File: src/rtl/core/rfd_pkg.sv
// ----------------------------------------------------------------------------
// rfd_pkg
// Shared types and constants for the rectangle fill display streamer.
// ----------------------------------------------------------------------------
package rfd_pkg;

	// Screen size in pixels.
	localparam int SCREEN_WIDTH  = 128;
	localparam int SCREEN_HEIGHT = 128;

	// Field widths of the stream beats.
	localparam int COORD_IN_W = 9;
	localparam int SIZE_W     = 9;
	localparam int COLOR_W    = 16;
	localparam int BYTE_W     = 8;
	localparam int S_TDATA_W  = 56;
	localparam int M_TDATA_W  = 8;

	// Internal widths: clipped coordinates, spans and pixel counts.
	localparam int COORD_W = 8;
	localparam int SPAN_W  = 9;
	localparam int WIDE_W  = 11;
	localparam int PIX_W   = 17;
	localparam int STEP_W  = 4;

	// Controller command bytes.
	localparam logic [BYTE_W-1:0] CMD_COLUMN_SET   = 8'h2A;
	localparam logic [BYTE_W-1:0] CMD_ROW_SET      = 8'h2B;
	localparam logic [BYTE_W-1:0] CMD_MEMORY_WRITE = 8'h2C;

	// Header byte positions; the pixel phase follows the header.
	localparam logic [STEP_W-1:0] STEP_COL_CMD   = 4'd0;
	localparam logic [STEP_W-1:0] STEP_COL_START = 4'd2;
	localparam logic [STEP_W-1:0] STEP_COL_END   = 4'd4;
	localparam logic [STEP_W-1:0] STEP_ROW_CMD   = 4'd5;
	localparam logic [STEP_W-1:0] STEP_ROW_START = 4'd7;
	localparam logic [STEP_W-1:0] STEP_ROW_END   = 4'd9;
	localparam logic [STEP_W-1:0] STEP_MEM_WRITE = 4'd10;
	localparam logic [STEP_W-1:0] PIXEL_PHASE    = 4'd11;

	// Queue between the front and the back.
	localparam int Q_DEPTH = 4;
	localparam int Q_AW    = 2;
	localparam int Q_CW    = 3;

	// Kind of an incoming beat.
	typedef enum logic {
		KIND_RECT = 1'b0,
		KIND_TICK = 1'b1
	} kind_t;

	// Operation carried through the queue.
	typedef enum logic {
		OP_LOAD = 1'b0,
		OP_EMIT = 1'b1
	} op_t;

	// One incoming command.
	typedef struct packed {
		kind_t                        kind;
		logic signed [COORD_IN_W-1:0] rect_x;
		logic signed [COORD_IN_W-1:0] rect_y;
		logic [SIZE_W-1:0]            rect_width;
		logic [SIZE_W-1:0]            rect_height;
		logic [COLOR_W-1:0]           fill_color;
	} rect_cmd_t;

	// One queue entry: a window load or a byte request.
	typedef struct packed {
		op_t                op;
		logic               last;
		logic [COORD_W-1:0] col_start;
		logic [COORD_W-1:0] col_end;
		logic [COORD_W-1:0] row_start;
		logic [COORD_W-1:0] row_end;
		logic [COLOR_W-1:0] color;
	} q_entry_t;

	// Push side of the queue.
	typedef struct packed {
		logic     push;
		q_entry_t entry;
	} q_push_t;

	// Pop side of the queue.
	typedef struct packed {
		logic     valid;
		q_entry_t entry;
	} q_head_t;

endpackage

File: src/rtl/core/rfd_front.sv
// ----------------------------------------------------------------------------
// rfd_front
// Accepts rectangles and ticks, clips rectangles to the screen, tracks the
// stream length and queues window loads and byte requests for the back.
// ----------------------------------------------------------------------------
module rfd_front (
	input  logic              clk,
	input  logic              arst_n,
	input  logic              in_valid,
	output logic              in_ready,
	input  rfd_pkg::rect_cmd_t cmd,
	input  logic              q_full,
	output rfd_pkg::q_push_t  q_push
);

	localparam logic signed [rfd_pkg::WIDE_W-1:0] SW_S = rfd_pkg::WIDE_W'(rfd_pkg::SCREEN_WIDTH);
	localparam logic signed [rfd_pkg::WIDE_W-1:0] SH_S =
		rfd_pkg::WIDE_W'(rfd_pkg::SCREEN_HEIGHT);

	logic                                busy_q;
	logic [rfd_pkg::STEP_W-1:0]          hdr_q;
	logic                                half_q;
	logic [rfd_pkg::PIX_W-1:0]           pix_cnt_q;
	logic [rfd_pkg::PIX_W-1:0]           total_q;
	logic [rfd_pkg::SPAN_W-1:0]          span_w_q;
	logic [rfd_pkg::SPAN_W-1:0]          span_h_q;

	logic                                accept;
	logic                                take_rect;
	logic                                take_tick;
	logic                                rect_ok;
	logic                                last_beat;
	logic signed [rfd_pkg::WIDE_W-1:0]   x0_e, y0_e, x1_e, y1_e;
	logic signed [rfd_pkg::WIDE_W-1:0]   x0_c, y0_c, x1_c, y1_c;
	logic [rfd_pkg::WIDE_W-1:0]          span_w, span_h;
	logic [2*rfd_pkg::SPAN_W-1:0]        area;

	assign in_ready = !q_full;
	assign accept   = in_valid && in_ready;

	// Corners in a wider signed range, then the clip against the screen.
	always_comb begin
		x0_e = {{(rfd_pkg::WIDE_W-rfd_pkg::COORD_IN_W){cmd.rect_x[rfd_pkg::COORD_IN_W-1]}},
			cmd.rect_x};
		y0_e = {{(rfd_pkg::WIDE_W-rfd_pkg::COORD_IN_W){cmd.rect_y[rfd_pkg::COORD_IN_W-1]}},
			cmd.rect_y};
		x1_e = x0_e + $signed({2'b00, cmd.rect_width}) - 11'sd1;
		y1_e = y0_e + $signed({2'b00, cmd.rect_height}) - 11'sd1;
		rect_ok = (cmd.rect_width != '0) && (cmd.rect_height != '0) &&
			!x1_e[rfd_pkg::WIDE_W-1] && !y1_e[rfd_pkg::WIDE_W-1] &&
			!(x0_e >= SW_S) && !(y0_e >= SH_S);
		x0_c = x0_e[rfd_pkg::WIDE_W-1] ? '0 : x0_e;
		y0_c = y0_e[rfd_pkg::WIDE_W-1] ? '0 : y0_e;
		x1_c = (x1_e >= SW_S) ? SW_S - 11'sd1 : x1_e;
		y1_c = (y1_e >= SH_S) ? SH_S - 11'sd1 : y1_e;
		span_w = $unsigned(x1_c - x0_c + 11'sd1);
		span_h = $unsigned(y1_c - y0_c + 11'sd1);
	end

	assign take_rect = accept && (cmd.kind == rfd_pkg::KIND_RECT) && !busy_q && rect_ok;
	assign take_tick = accept && (cmd.kind == rfd_pkg::KIND_TICK) && busy_q;

	// The final beat is the low color byte of the last pixel.
	assign last_beat = (hdr_q == rfd_pkg::PIXEL_PHASE) && half_q &&
		(pix_cnt_q + 1'b1 == total_q);

	// Queue entry for a window load or a byte request.
	always_comb begin
		q_push.push            = take_rect || take_tick;
		q_push.entry.op        = take_rect ? rfd_pkg::OP_LOAD : rfd_pkg::OP_EMIT;
		q_push.entry.last      = take_tick && last_beat;
		q_push.entry.col_start = x0_c[rfd_pkg::COORD_W-1:0];
		q_push.entry.col_end   = x1_c[rfd_pkg::COORD_W-1:0];
		q_push.entry.row_start = y0_c[rfd_pkg::COORD_W-1:0];
		q_push.entry.row_end   = y1_c[rfd_pkg::COORD_W-1:0];
		q_push.entry.color     = cmd.fill_color;
	end

	// Pixel count of the window; ready long before the header is through.
	assign area = span_w_q * span_h_q;

	always_ff @(posedge clk) begin
		total_q <= area[rfd_pkg::PIX_W-1:0];
		if (take_rect) begin
			span_w_q <= span_w[rfd_pkg::SPAN_W-1:0];
			span_h_q <= span_h[rfd_pkg::SPAN_W-1:0];
		end
	end

	// Stream position as the back will see it.
	always_ff @(posedge clk or negedge arst_n) begin
		if (!arst_n) begin
			busy_q    <= 1'b0;
			hdr_q     <= '0;
			half_q    <= 1'b0;
			pix_cnt_q <= '0;
		end else if (take_rect) begin
			busy_q    <= 1'b1;
			hdr_q     <= '0;
			half_q    <= 1'b0;
			pix_cnt_q <= '0;
		end else if (take_tick) begin
			if (hdr_q != rfd_pkg::PIXEL_PHASE) begin
				hdr_q <= hdr_q + 1'b1;
			end else if (!half_q) begin
				half_q <= 1'b1;
			end else begin
				half_q    <= 1'b0;
				pix_cnt_q <= pix_cnt_q + 1'b1;
				if (last_beat) begin
					busy_q <= 1'b0;
				end
			end
		end
	end

endmodule

File: src/rtl/core/rfd_queue.sv
// ----------------------------------------------------------------------------
// rfd_queue
// Small register queue between the front and the back.
// ----------------------------------------------------------------------------
module rfd_queue (
	input  logic             clk,
	input  logic             arst_n,
	input  rfd_pkg::q_push_t wr,
	output logic             full,
	input  logic             pop,
	output rfd_pkg::q_head_t head
);

	rfd_pkg::q_entry_t         slot_q [rfd_pkg::Q_DEPTH];
	logic [rfd_pkg::Q_AW-1:0]  wr_ptr_q;
	logic [rfd_pkg::Q_AW-1:0]  rd_ptr_q;
	logic [rfd_pkg::Q_CW-1:0]  count_q;
	logic                      do_push;
	logic                      do_pop;

	assign full       = (count_q == rfd_pkg::Q_CW'(rfd_pkg::Q_DEPTH));
	assign head.valid = (count_q != '0);
	assign head.entry = slot_q[rd_ptr_q];
	assign do_push    = wr.push && !full;
	assign do_pop     = pop && head.valid;

	// Entry storage.
	always_ff @(posedge clk) begin
		if (do_push) begin
			slot_q[wr_ptr_q] <= wr.entry;
		end
	end

	// Pointers and fill level.
	always_ff @(posedge clk or negedge arst_n) begin
		if (!arst_n) begin
			wr_ptr_q <= '0;
			rd_ptr_q <= '0;
			count_q  <= '0;
		end else begin
			if (do_push) begin
				wr_ptr_q <= wr_ptr_q + 1'b1;
			end
			if (do_pop) begin
				rd_ptr_q <= rd_ptr_q + 1'b1;
			end
			if (do_push && !do_pop) begin
				count_q <= count_q + 1'b1;
			end else if (do_pop && !do_push) begin
				count_q <= count_q - 1'b1;
			end
		end
	end

endmodule

File: src/rtl/core/rfd_back.sv
// ----------------------------------------------------------------------------
// rfd_back
// Holds the current window and color and turns each byte request into the
// next header or pixel byte, held in an output register.
// ----------------------------------------------------------------------------
module rfd_back (
	input  logic                          clk,
	input  logic                          arst_n,
	input  rfd_pkg::q_head_t              head,
	output logic                          pop,
	output logic                          out_valid,
	input  logic                          out_ready,
	output logic [rfd_pkg::BYTE_W-1:0]    out_byte,
	output logic                          out_is_data,
	output logic                          out_last
);

	logic [rfd_pkg::COORD_W-1:0] col_start_q, col_end_q, row_start_q, row_end_q;
	logic [rfd_pkg::COLOR_W-1:0] color_q;
	logic [rfd_pkg::STEP_W-1:0]  hdr_q;
	logic                        half_q;
	logic                        valid_q;
	logic [rfd_pkg::BYTE_W-1:0]  byte_q;
	logic                        is_data_q;
	logic                        last_q;

	logic                        emit;
	logic                        load;
	logic [rfd_pkg::BYTE_W-1:0]  next_byte;
	logic                        next_is_data;

	assign out_valid   = valid_q;
	assign out_byte    = byte_q;
	assign out_is_data = is_data_q;
	assign out_last    = last_q;

	assign pop  = head.valid && (!valid_q || out_ready);
	assign load = pop && (head.entry.op == rfd_pkg::OP_LOAD);
	assign emit = pop && (head.entry.op == rfd_pkg::OP_EMIT);

	// Byte for the current stream position.
	always_comb begin
		next_byte    = '0;
		next_is_data = 1'b1;
		if (hdr_q != rfd_pkg::PIXEL_PHASE) begin
			case (hdr_q)
				rfd_pkg::STEP_COL_CMD: begin
					next_byte    = rfd_pkg::CMD_COLUMN_SET;
					next_is_data = 1'b0;
				end
				rfd_pkg::STEP_COL_START: next_byte = col_start_q;
				rfd_pkg::STEP_COL_END:   next_byte = col_end_q;
				rfd_pkg::STEP_ROW_CMD: begin
					next_byte    = rfd_pkg::CMD_ROW_SET;
					next_is_data = 1'b0;
				end
				rfd_pkg::STEP_ROW_START: next_byte = row_start_q;
				rfd_pkg::STEP_ROW_END:   next_byte = row_end_q;
				rfd_pkg::STEP_MEM_WRITE: begin
					next_byte    = rfd_pkg::CMD_MEMORY_WRITE;
					next_is_data = 1'b0;
				end
				default: next_byte = '0;
			endcase
		end else if (!half_q) begin
			next_byte = color_q[rfd_pkg::COLOR_W-1:rfd_pkg::BYTE_W];
		end else begin
			next_byte = color_q[rfd_pkg::BYTE_W-1:0];
		end
	end

	// Window and color of the stream being sent.
	always_ff @(posedge clk) begin
		if (load) begin
			col_start_q <= head.entry.col_start;
			col_end_q   <= head.entry.col_end;
			row_start_q <= head.entry.row_start;
			row_end_q   <= head.entry.row_end;
			color_q     <= head.entry.color;
		end
	end

	// Position within the stream.
	always_ff @(posedge clk or negedge arst_n) begin
		if (!arst_n) begin
			hdr_q  <= '0;
			half_q <= 1'b0;
		end else if (load) begin
			hdr_q  <= '0;
			half_q <= 1'b0;
		end else if (emit) begin
			if (hdr_q != rfd_pkg::PIXEL_PHASE) begin
				hdr_q <= hdr_q + 1'b1;
			end else begin
				half_q <= !half_q;
			end
		end
	end

	// Output register.
	always_ff @(posedge clk or negedge arst_n) begin
		if (!arst_n) begin
			valid_q <= 1'b0;
		end else if (emit) begin
			valid_q <= 1'b1;
		end else if (out_ready) begin
			valid_q <= 1'b0;
		end
	end

	always_ff @(posedge clk) begin
		if (emit) begin
			byte_q    <= next_byte;
			is_data_q <= next_is_data;
			last_q    <= head.entry.last;
		end
	end

endmodule

File: src/rtl/core/rect_fill_display_stream.sv
// An accepted tick is first written into the queue, then turned into its byte in
// the output register once that register is free or being emptied.
// Throughput: one beat per cycle on each side; the four-entry queue between
// the clipping front and the byte-generating back lets either side stall.
// Reset: asynchronous, active low; the block comes up idle with the queue and
// the output register empty.
// ----------------------------------------------------------------------------
// rect_fill_display_stream
// Clips rectangle commands to the screen and streams the address-window
// header and fill pixels to a display link, one byte per tick.
// ----------------------------------------------------------------------------
module rect_fill_display_stream (
	input  logic                            clk,
	input  logic                            arst_n,
	input  logic                            s_tvalid,
	output logic                            s_tready,
	// rect_x[8:0], rect_y[17:9], rect_width[26:18], rect_height[35:27],
	// fill_color[51:36], zero fill[55:52]
	input  logic [rfd_pkg::S_TDATA_W-1:0]   s_tdata,
	// kind[0]
	input  logic                            s_tuser,
	output logic                            m_tvalid,
	input  logic                            m_tready,
	// link_byte[7:0]
	output logic [rfd_pkg::M_TDATA_W-1:0]   m_tdata,
	// is_data[0]
	output logic                            m_tuser,
	output logic                            m_tlast
);

	rfd_pkg::rect_cmd_t cmd;
	rfd_pkg::q_push_t   q_push;
	rfd_pkg::q_head_t   q_head;
	logic               q_full;
	logic               q_pop;

	// Unpack the slave beat.
	always_comb begin
		cmd.kind        = rfd_pkg::kind_t'(s_tuser);
		cmd.rect_x      = $signed(s_tdata[8:0]);
		cmd.rect_y      = $signed(s_tdata[17:9]);
		cmd.rect_width  = s_tdata[26:18];
		cmd.rect_height = s_tdata[35:27];
		cmd.fill_color  = s_tdata[51:36];
	end

	rfd_front u_front (
		.clk      (clk),
		.arst_n   (arst_n),
		.in_valid (s_tvalid),
		.in_ready (s_tready),
		.cmd      (cmd),
		.q_full   (q_full),
		.q_push   (q_push)
	);

	rfd_queue u_queue (
		.clk    (clk),
		.arst_n (arst_n),
		.wr     (q_push),
		.full   (q_full),
		.pop    (q_pop),
		.head   (q_head)
	);

	rfd_back u_back (
		.clk         (clk),
		.arst_n      (arst_n),
		.head        (q_head),
		.pop         (q_pop),
		.out_valid   (m_tvalid),
		.out_ready   (m_tready),
		.out_byte    (m_tdata),
		.out_is_data (m_tuser),
		.out_last    (m_tlast)
	);

endmodule

File: config.mk
export PLATFORM = sky130hd
export DESIGN_NAME = rect_fill_display_stream
export DESIGN_NICKNAME = d
export VERILOG_FILES = /design/src/rtl/core/rfd_pkg.sv /design/src/rtl/core/rfd_front.sv /design/src/rtl/core/rfd_queue.sv /design/src/rtl/core/rfd_back.sv /design/src/rtl/core/rect_fill_display_stream.sv
export SDC_FILE = /design/constraint.sdc
export NUM_CORES = 1
export LEC_CHECK = 0
export ABC_AREA = 1
export CAP_MARGIN = 10
export CORE_ASPECT_RATIO = 0.75
export CORE_MARGIN = 4
export CORE_UTILIZATION = 35
export DETAILED_ROUTE_END_ITERATION = 16
export DONT_BUFFER_PORTS = 1
export PLACE_DENSITY = 0.57
export SLEW_MARGIN = 5
export SYNTH_ARGS = -nofsm -noshare
export SYNTH_HDL_FRONTEND = slang
export SYNTH_SLANG_ARGS = --single-unit
File: constraint.sdc
create_clock -name clk -period 6.72 [get_ports clk]
set_clock_uncertainty 0.15 [all_clocks]
set_input_delay 0.336 -clock clk [delete_from_list [all_inputs] [get_ports clk]]
set_output_delay 0.336 -clock clk [all_outputs]
set_load 0.02 [all_outputs]
After elaboration in Yosys (flattened, before gate mapping)
Memory sizes are Yosys's and may differ from the RTL's.
Cells that the tools add are included.
Storage, ports and cells
  register bits after elaboration: 129
  bits in writable memories: 200
  bits of input ports: 61
  output and inout port bits: 12
  logic and storage cells: 146
  memories: 1
Memory list
  u_queue.slot_q: depth 4, bits a word 50, read ports 1, clocked after memory_dff 0, wr ports 1, line rfd_queue.sv:14  | rfd_pkg::q_entry_t slot_q [rfd_pkg::Q_DEPTH];
Cells by class
  add/sub/neg operators: 15
  $mul: 1
  $lt $le $gt $ge: 4
  equal/unequal tests: 13
  muxes and demuxes: 37
  bitwise logic cells: 2
  reductions and logical operators: 52
Operators with widths (count)
  two-way mux 17 bit: 4
  one-hot mux 8 bit (7 select lines): 1
  two-way mux 8 bit: 4
  two-way mux 4 bit: 6
  adder 9 x 10 -> 11 bit: 2
  >= comparator 11 x 9 -> 1 bit, second input constant: 2
  subtractor 11 x 2 -> 11 bit, second input constant: 2
  logical AND 1 bit: 21
  adder 9 x 2 -> 9 bit, second input constant: 2
  >= comparator 9 bit, second input constant: 2
  two-way mux 1 bit: 18
  two-way mux 9 bit: 2
  nonzero test 9 bit: 2
  subtractor 9 bit: 2
  adder 17 x 1 -> 17 bit, second input constant: 1
  equality test 17 bit: 1
  multiplier 9 x 9 -> 17 bit: 1
  nonzero test 2 bit: 8
  equality test 4 x 3 -> 1 bit, second input constant: 3
  equality test 4 bit, second input constant: 3
  logical NOT 1 bit: 10
  adder 4 x 1 -> 4 bit, second input constant: 2
  inequality test 4 bit, second input constant: 2
  AND reduction 2 bit: 4
  other kinds (14): 19

Depth between registers and ports, before layout
Gate-level depths: netlist of the first run.
  depth in word-level cells: 14
  depth in mapped cells: 22

Modules after synthesis
From an unflattened synthesis of the first run, not the netlist that was laid out.
Second synthesis, totals
  cell total of the unflattened synthesis: 1953
  area total of the unflattened synthesis: 19261.0 µm²
By module, submodules not included
  rfd_queue: instances 1, cells each 644, area an instance 8740.9 µm²
  rfd_front: instances 1, cells each 1079, area an instance 7800.0 µm²
  rfd_back: instances 1, cells each 230, area an instance 2720.1 µm²

Worst setup path before layout of the first run
No wires, ideal clock.
  path type: input port to flip-flop
  start: input s_tdata[3] in the netlist's numbering
  end: memory u_queue.slot_q[0][0] in the netlist's numbering, enable pin
  setup time: 0.459 ns
  arrival time: 4.042 ns
  data required time: 6.111 ns
  slack: 2.069 ns
  stages on the path: 14
  buffers on the path: 0
  cells stage by stage: inv_1 ha_1 inv_1 ha_1 nand3_1 nand2_1 a21oi_1 o21ai_2 nand2_1 nand2_1 nand3_2 nand2_2 inv_2 nor2_1
Between the ends
  longest elaborated chain between the ends: 12
  elaborated cells between the ends (all ways): 14
  those cells by class: add/sub: 2; order compare: 1; mux: 2; reduce/logical: 9
Ends and longest elaborated chain
  from (decl): line rect_fill_display_stream.sv:19  | input logic [rfd_pkg::S_TDATA_W-1:0] s_tdata,
  adder 9 x 10 -> 11 bit: line rfd_front.sv:47  | x1_e = x0_e + $signed({2'b00, cmd.rect_width}) - 11'sd1;
  subtractor 11 x 2 -> 11 bit: line rfd_front.sv:47
  logical NOT 1 bit: line rfd_front.sv:50  | !x1_e[rfd_pkg::WIDE_W-1] && !y1_e[rfd_pkg::WIDE_W-1] &&
  logical AND 1 bit: line rfd_front.sv:49  | rect_ok = (cmd.rect_width != '0) && (cmd.rect_height != '0) &&
  logical AND 1 bit: line rfd_front.sv:50
  logical AND 1 bit (*): line rfd_front.sv:50
  logical AND 1 bit (*): line rfd_front.sv:51  | !(x0_e >= SW_S) && !(y0_e >= SH_S);
  logical AND 1 bit (*): line rfd_front.sv:60  | assign take_rect = accept && (cmd.kind == rfd_pkg::KIND_RECT) && !busy_q && rect_ok;
  logical OR 1 bit (*): line rfd_front.sv:69  | q_push.push = take_rect || take_tick;
  logical AND 1 bit (*): line rfd_queue.sv:24  | assign do_push = wr.push && !full;
  named net u_queue.do_push: line rfd_queue.sv:18  | logic do_push;
  two-way mux 1 bit (*): line rfd_queue.sv:29  | if (do_push) begin
  two-way mux 1 bit (implied by the code) (*): line rfd_queue.sv:30  | slot_q[wr_ptr_q] <= wr.entry;
  to (decl): line rfd_queue.sv:14
Mark *: on every way through the listed nets, which the timed path passes. The rest lies on a longest branch.

Worst setup path after layout of the first run
  start: register u_front.span_w_q[4] in the netlist's numbering
  end: register u_front.total_q[16] in the netlist's numbering
Between the ends
  longest elaborated chain between the ends: 1
Ends and longest elaborated chain
  from (decl): line rfd_front.sv:25  | logic [rfd_pkg::SPAN_W-1:0] span_w_q;
  from (signal assigned): line rfd_front.sv:85  | span_w_q <= span_w[rfd_pkg::SPAN_W-1:0];
  multiplier 9 x 9 -> 17 bit: line rfd_front.sv:80  | assign area = span_w_q * span_h_q;
  named net u_front.area (one bit): line rfd_front.sv:36  | logic [2*rfd_pkg::SPAN_W-1:0] area;
  to (signal assigned): line rfd_front.sv:83  | total_q <= area[rfd_pkg::PIX_W-1:0];
  to (decl): line rfd_front.sv:24  | logic [rfd_pkg::PIX_W-1:0] total_q;
The timed path passes the listed nets, and every way through them passes these cells.
A chain may end at the register's enable or synchronous reset.

==> results of run 1 <==
-- logic make-up after synthesis --
kind of cell | synth area share [%]
buf+inv | 7.49
mux | 0.127
fa+ha+maj | 14.2
compound gates | 8.44
xor+xnor | 2.55
flops | 53.7
simple gates | 13.5
-- sequential cells by signal, indices dropped and copies added (netlist names), 9 cells and up --
signal             flops
u_back.color_q        16
u_front.pix_cnt_q     17
u_front.span_h_q       9
u_front.span_w_q       9
u_front.total_q       17
u_queue.slot_q       200
-- through the flow --
| stage | hold WS (ns) | power, mW | util [%] | cells |
|---|---|---|---|---|
| after floorplan | -0.110 | 4.82 | - | 1737 |
| after global placement | -0.108 | 5.51 | 36.8 | 2347 |
| after detailed placement | -0.107 | 5.56 | 36.8 | 2347 |
| after CTS | 0.00720 | 7.66 | 39.8 | 2440 |
| after global routing | 0.0149 | 8.12 | 39.8 | 2440 |
| final | 0.0167 | 7.59 | 39.8 | 2440 |
-- cell usage in the layout (no fill, tap or decap), drive strengths merged, types with 2 or more instances in the layout --
cell type / n
bufinv: 2
edfxtp: 276
dlygate4sd3: 24
nand2: 310
o22ai: 49
nand4: 10
dfrtp: 36
nor2: 169
nor3: 12
a31oi: 10
o211ai: 2
fa: 56
inv: 294
nor3b: 2
a21boi: 3
a211oi: 6
clkbuf: 48
mux2: 2
xnor2: 14
buf: 13
xor2: 35
nand3: 55
ha: 111
nand3b: 9
dfxtp: 17
or2: 6
a21oi: 41
clkinv: 14
o21bai: 5
a21o: 2
o21ai: 140
-- per-layer routing --
| layer | GRT usage, % | part of all wire (%) |
|---|---|---|
| met1 | 24.6 | 52 |
| met2 | 21.4 | 40 |
| met3 | 2.35 | 6.3 |
| met4 | 3.70 | 2.0 |
| met5 | 0 | 0.032 |
-- how the worst max path moves through the flow --
stage	startpoint	end
2_1_floorplan	s_tdata[3]	u_queue.slot_q[0][0]
3_3_place_gp	u_front.span_h_q[5]	u_front.total_q[16]
3_5_place_dp	u_front.span_w_q[4]	u_front.total_q[16]
4_1_cts	u_front.span_w_q[4]	u_front.total_q[16]
5_1_grt	u_front.span_w_q[5]	u_front.total_q[16]
6_report	u_front.span_w_q[4]	u_front.total_q[16]
-- report_power, final --
part	leakage, nW	switching [mW]	total (mW)	internal [mW]
Sequential	3.13	0.308	3.16	2.85
Combinational	4.64	1.59	2.40	0.802
Clock	0.604	0.823	2.04	1.22
-- worst max-delay path, stage by stage (launching register included) --
cell and delay [ns]:
edfxtp_1 0.57, nand2_1 0.14, fa_1 0.54, inv_1 0.05, fa_1 0.47, fa_1 0.55, inv_1 0.05, fa_1 0.52
inv_1 0.04, ha_1 0.37, a21oi_1 0.22, o21ai_0 0.09, a21oi_1 0.25, o21ai_1 0.14, nand2_1 0.07, nand2_1 0.05
a21oi_1 0.15, inv_1 0.05, nand2_1 0.05, nand2_1 0.05
-- final cells by class --
type	count	area share, %
repair buffers	37	1.79
well taps	657	4.12
inverters	291	5.47
clock buffers	48	5.43
multi-input cells	1058	34.7
clock inverters	20	0.765
flip-flops and latches	329	47.8
==> reports/metrics.yaml, run 1 <==
grt_overflow: 0
cts_tree: "yes"
die_h_um: 203
rows: 71
final.min_clock_period_ns: 4.71
grt_pass1_vias: 11600
min_from: "s_tdata[6]"
io_pins: 73
port_buffers: 0
gp_congestion: 0.856
start_util_pct: 35.4
avgSynthCellArea_um2: 10.2
die_x_um: 268
final_antenna_net_count: 0
holdPathStages: 2
synthCells: 1737
powerDensity_nw_per_um2: 380
cts-buffers-inserted: 38
reg2reg_slack_ns: 2.01
vdd.ir_drop.worst_v: 0.000216
totalWireLength_um: 40800
post-route-cell-area_um2: 20000
fin_nets: 1983
via_per_inst: 4.88
yosysTopAreaCellShare_pct: 46.7
setup_viol: 0
synth_area_um2: 17700
coreArea_um2: 50100
cts_setup_buffers: 0
synth.most_common_cell: "nand2_1"
status: "complete, no violations"
post_dp_cell_area_um2: 18500
multi_input_area_um2: 6920
ys.flop_type: "edfxtp_1"
leakage_nw: 8.37
crit_path_start_kind: "register"
whs_endpoint: "u_queue.slot_q[2][46]"
worstPathArrival_ns: 4.98
synthTopCellsByCount: "nand2_1 (300), inv_1 (286), edfxtp_1 (276)"
cts_resized: 0
grt_max_degree: 85
drive_gt1_share_pct: 6.11
synth_top_area_cell: "edfxtp_1"
crit_type: "reg2reg"
insertion_delay_ns: 0.53
syn_nets: 1965
reg2regPathDepth: 19
maxSlewHeadroom_pct: 28.3
die_area_um2: 54400
cts-root-buf: "clkbuf_16"
dp_slack_ns: 2.02
finalCritPeriodShare_pct: 70.1
max_freq_ghz: 0.212
register_area_um2: 9530
dr_total_vias: 11900
synth-async-reset-ratio_pct: 10.9
grt_usage_pct: 15.3
drt-pass1-iter-count: 5
hpwl_um: 27700
ctsHoldBuffers: 25
htree_levels: 2
endpoint_kind: "register"
fill_cells: 4830
setup_tns_ns: 0
avgRoutedWirePerCell_um: 16.7
yosysSeqAreaShare_pct: 53.7
hold_path.class: "in2reg"
cts.sinks: 329
crit_fanout: 9
final_max_slew_viol_count: 0
tightest_slew_ns: 1.07
antenna_found_initial: 2
cp.required_ns: 6.99
n_antenna_cell: 0
area_growth_pct: 12.5
synth.area.top_cells: "edfxtp_1 (47%), ha_1 (7.8%), nand2_1 (6.3%)"
drtIter0Drc: 936
synthDistinctLibCells: 52
r2r_end: "u_front.total_q[16]"
fin_ws_ns: 2.01
cts.clk_slew.worst_paths_ns: 0.06
synth-edff-count: 276
yosys_register_bits: 329
max_cap_violations: 0
yosysWarningCount: 0
hold_viol_final: 0
route.detailed.drc: 0
clock_path_buffers: 3
grt_pass1_wl_um: 65900
r2r-start: "u_front.span_w_q[4]"
rsz0062_at_grt: "false"
(Power assumes the default switching activity.)
==> inputs of run 2 (changes only) <==
Clock period 6.72 ns to 4.6 ns, I/O delays scaled along.
==> run 2 against run 1 <==
- count of clock-buffer cells in the layout decreased by 1
- largest cell class unchanged
- cell count grew 1.8%
- global-route usage rose by 0.23 points
- core utilization up 0.92 points
- critical path type is now in2reg
- power grew 48%
==> reports/metrics.yaml, run 2 (synthesis results as in run 1) <==
power_mw: 11.2  # was 7.59 mW
crit_chain: "dlygate4sd3_1, inv_1, ha_1, inv_1, ha_1, fa_1, nand3_1, nand3_1, a21oi_2, o21ai_0, xor2_1, nand3b_1, a21oi_2, buf_4, ha_1, inv_1, ha_1, fa_1, a31oi_2, o21ai_0, a21oi_1, xnor2_1"  # was nand2_1, fa_1, inv_1, fa_1, fa_1, inv_1, fa_1, inv_1, ha_1, a21oi_1, o21ai_0, a21oi_1, o21ai_1, nand2_1, nand2_1, a21oi_1, inv_1, nand2_1, nand2_1
die_area_um2: 54400  # unchanged
max_cap_violations: 0  # unchanged
max_freq_ghz: 0.224
endpoint_kind: "register"  # unchanged
grt_max_degree: 99  # was 85
fin_ws_ns: 0.127  # was 2.01 ns
cts_tree: "yes"  # unchanged
register_area_um2: 9530  # unchanged
final.min_clock_period_ns: 4.47
cp_top_family: "adder cells"  # unchanged
tightest_slew_ns: 1.09  # was 1.07 ns
area_growth_pct: 15.1  # was 12.5%
via_per_inst: 4.87  # was 4.88
cts-root-buf: "clkbuf_16"  # unchanged
antenna_found_initial: 1  # was 2
final_antenna_net_count: 0  # unchanged
cpMaxStageDelayCell: "dlygate4sd3_1"  # was edfxtp_1
hold_path.class: "in2reg"  # unchanged
gp_congestion: 0.867  # was 0.856
grt_pass1_wl_um: 66600  # was 65900 um
drtIter0Drc: 1093  # was 936
largestRegisters: "u_queue.slot_q: 200 flops, u_front.pix_cnt_q: 17 flops, u_front.total_q: 17 flops"  # unchanged
hold_viol_final: 0  # unchanged
dr_total_vias: 12100  # was 11900
cp.required_ns: 4.73  # was 6.99 ns
vdd.ir_drop.worst_v: 0.000444  # was 0.000216 V
dp_slack_ns: 0.0486  # was 2.02 ns
cts.sinks: 329  # unchanged
largest-register: "u_queue.slot_q"  # unchanged
insertion_delay_ns: 0.54  # was 0.53 ns
fill_cells: 4795  # was 4830
crit_type: "in2reg"  # was reg2reg
layout_commonest_cell: "nand2_1"  # unchanged
totalWireLength_um: 42100  # was 40800 um
grt_usage_pct: 15.5  # was 15.3%
clock_path_buffers: 3  # unchanged
port_buffers: 0  # unchanged
final_util_pct: 40.8  # was 39.8%
worstPathArrival_ns: 4.60  # was 4.98 ns
avgRoutedWirePerCell_um: 17.0  # was 16.7 um
crit_top_cell: "ha_1"  # was nand2_1
grt_overflow: 0  # unchanged
cts.clk_slew.worst_paths_ns: 0.06  # about the same
crit_fanout: 3  # was 9
io_pins: 73  # unchanged
hpwl_um: 28800  # was 27700 um
finalCritPeriodShare_pct: 97.2
largest_reg_flops: 200  # unchanged
status: "complete, no violations"  # unchanged
cts-buffers-inserted: 36  # was 38
die_h_um: 203  # unchanged
rows: 71  # unchanged
multi_input_area_um2: 7030  # was 6920 um^2
setup_viol: 0  # unchanged
maxSlewHeadroom_pct: 27.6  # was 28.3%
final_cell_mix: "nand2_1 (292), inv_1 (286), edfxtp_1 (276)"  # was nand2_1 (300), inv_1 (286), edfxtp_1 (276)
crit_path_start_kind: "input pin"  # was register
crit_path_max_incr_delay_ns: 0.53  # was 0.57 ns
leakage_nw: 8.56  # was 8.37 nW
n_antenna_cell: 0  # unchanged
die_x_um: 268  # unchanged
final_max_slew_viol_count: 0  # unchanged
drive_gt1_share_pct: 8.98  # was 6.11%
route.detailed.drc: 0  # unchanged
path_buf_inv: 5  # was 4
start_util_pct: 35.4  # unchanged
drt-pass1-iter-count: 5  # unchanged
powerDensity_nw_per_um2: 549  # was 380 nW/um^2
htree_levels: 2  # unchanged
rsz0062_at_grt: "true"  # was false
grt_pass1_vias: 11800  # was 11600
coreArea_um2: 50100  # unchanged
fin_nets: 2029  # was 1983
==> run 2: changes by cell type in the layout (fill, tap and decap cells not counted), moves of 6 or more <==
cell,delta
nand2_2,+7
nand2_1,-8
dlygate4sd3_1,+11
buf_4,+31
buf_12,+7
a21oi_2,+6
a21oi_1,-6
==> run 2: per-stage QoR <==
stage | area, um^2 | hold WS, ns | setup TNS [ns] | cells
floorplan | 17700 | -0.216 | 0 | 1737
global placement | 18700 | -0.215 | 0 | 2375
detailed placement | 18700 | -0.215 | 0 | 2375
CTS | 20200 | 0.0206 | 0 | 2474
global route | 20400 | 0.0174 | -0.0432 | 2483
finish | 20400 | 0.0340 | 0 | 2483
==> run 2: worst paths after layout <==
check,from,end,slack (ns),depth (start not counted)
min in group asynchronous,arst_n,u_queue.wr_ptr_q[1],0.07,2
max in group asynchronous,arst_n,u_back.hdr_q[2],4.02,2
worst min register to register,u_front.busy_q,u_front.busy_q,0.41,2
worst max register to register,u_front.span_w_q[5],u_front.total_q[16],0.22,20
worst max-delay path,s_tdata[1],u_front.span_w_q[7],0.13,22
worst min-delay path,s_tdata[2],u_queue.slot_q[3][42],0.03,2
==> run 2: per-layer routing <==
layer / share of wire [%] / up-vias / track usage, %
met1: 51 / 5836 / 24.6
met2: 42 / 330 / 22.5
met5: 0 / - / 0
li1: - / 5889 / -
met4: 1.3 / 0 / 3.06
met3: 6.0 / 47 / 2.28
==> run 2: area by class of cell <==
type / instances / share of cell area [%]
repair buffers: 85 / 3.98
clock inverters: 16 / 0.723
well taps: 657 / 4.03
flip-flops and latches: 329 / 46.7
multi-input cells: 1058 / 34.4
clock buffers: 47 / 4.82
inverters: 291 / 5.35
==> run 2: where the power goes <==
part | switching, mW | internal (mW)
clock network | 1.17 | 1.63
logic | 2.50 | 1.36
registers | 0.403 | 4.15
==> run 2: repair_timing <==
| action | in CTS | in global routing |
|---|---|---|
| hold endpoints to repair | 179 | 0 |
| endpoints found under the setup margin | 0 | 7 |
| hold buffers | 36 | 0 |
| setup buffers | 0 | 9 |
| gates resized for setup | 0 | 24 |
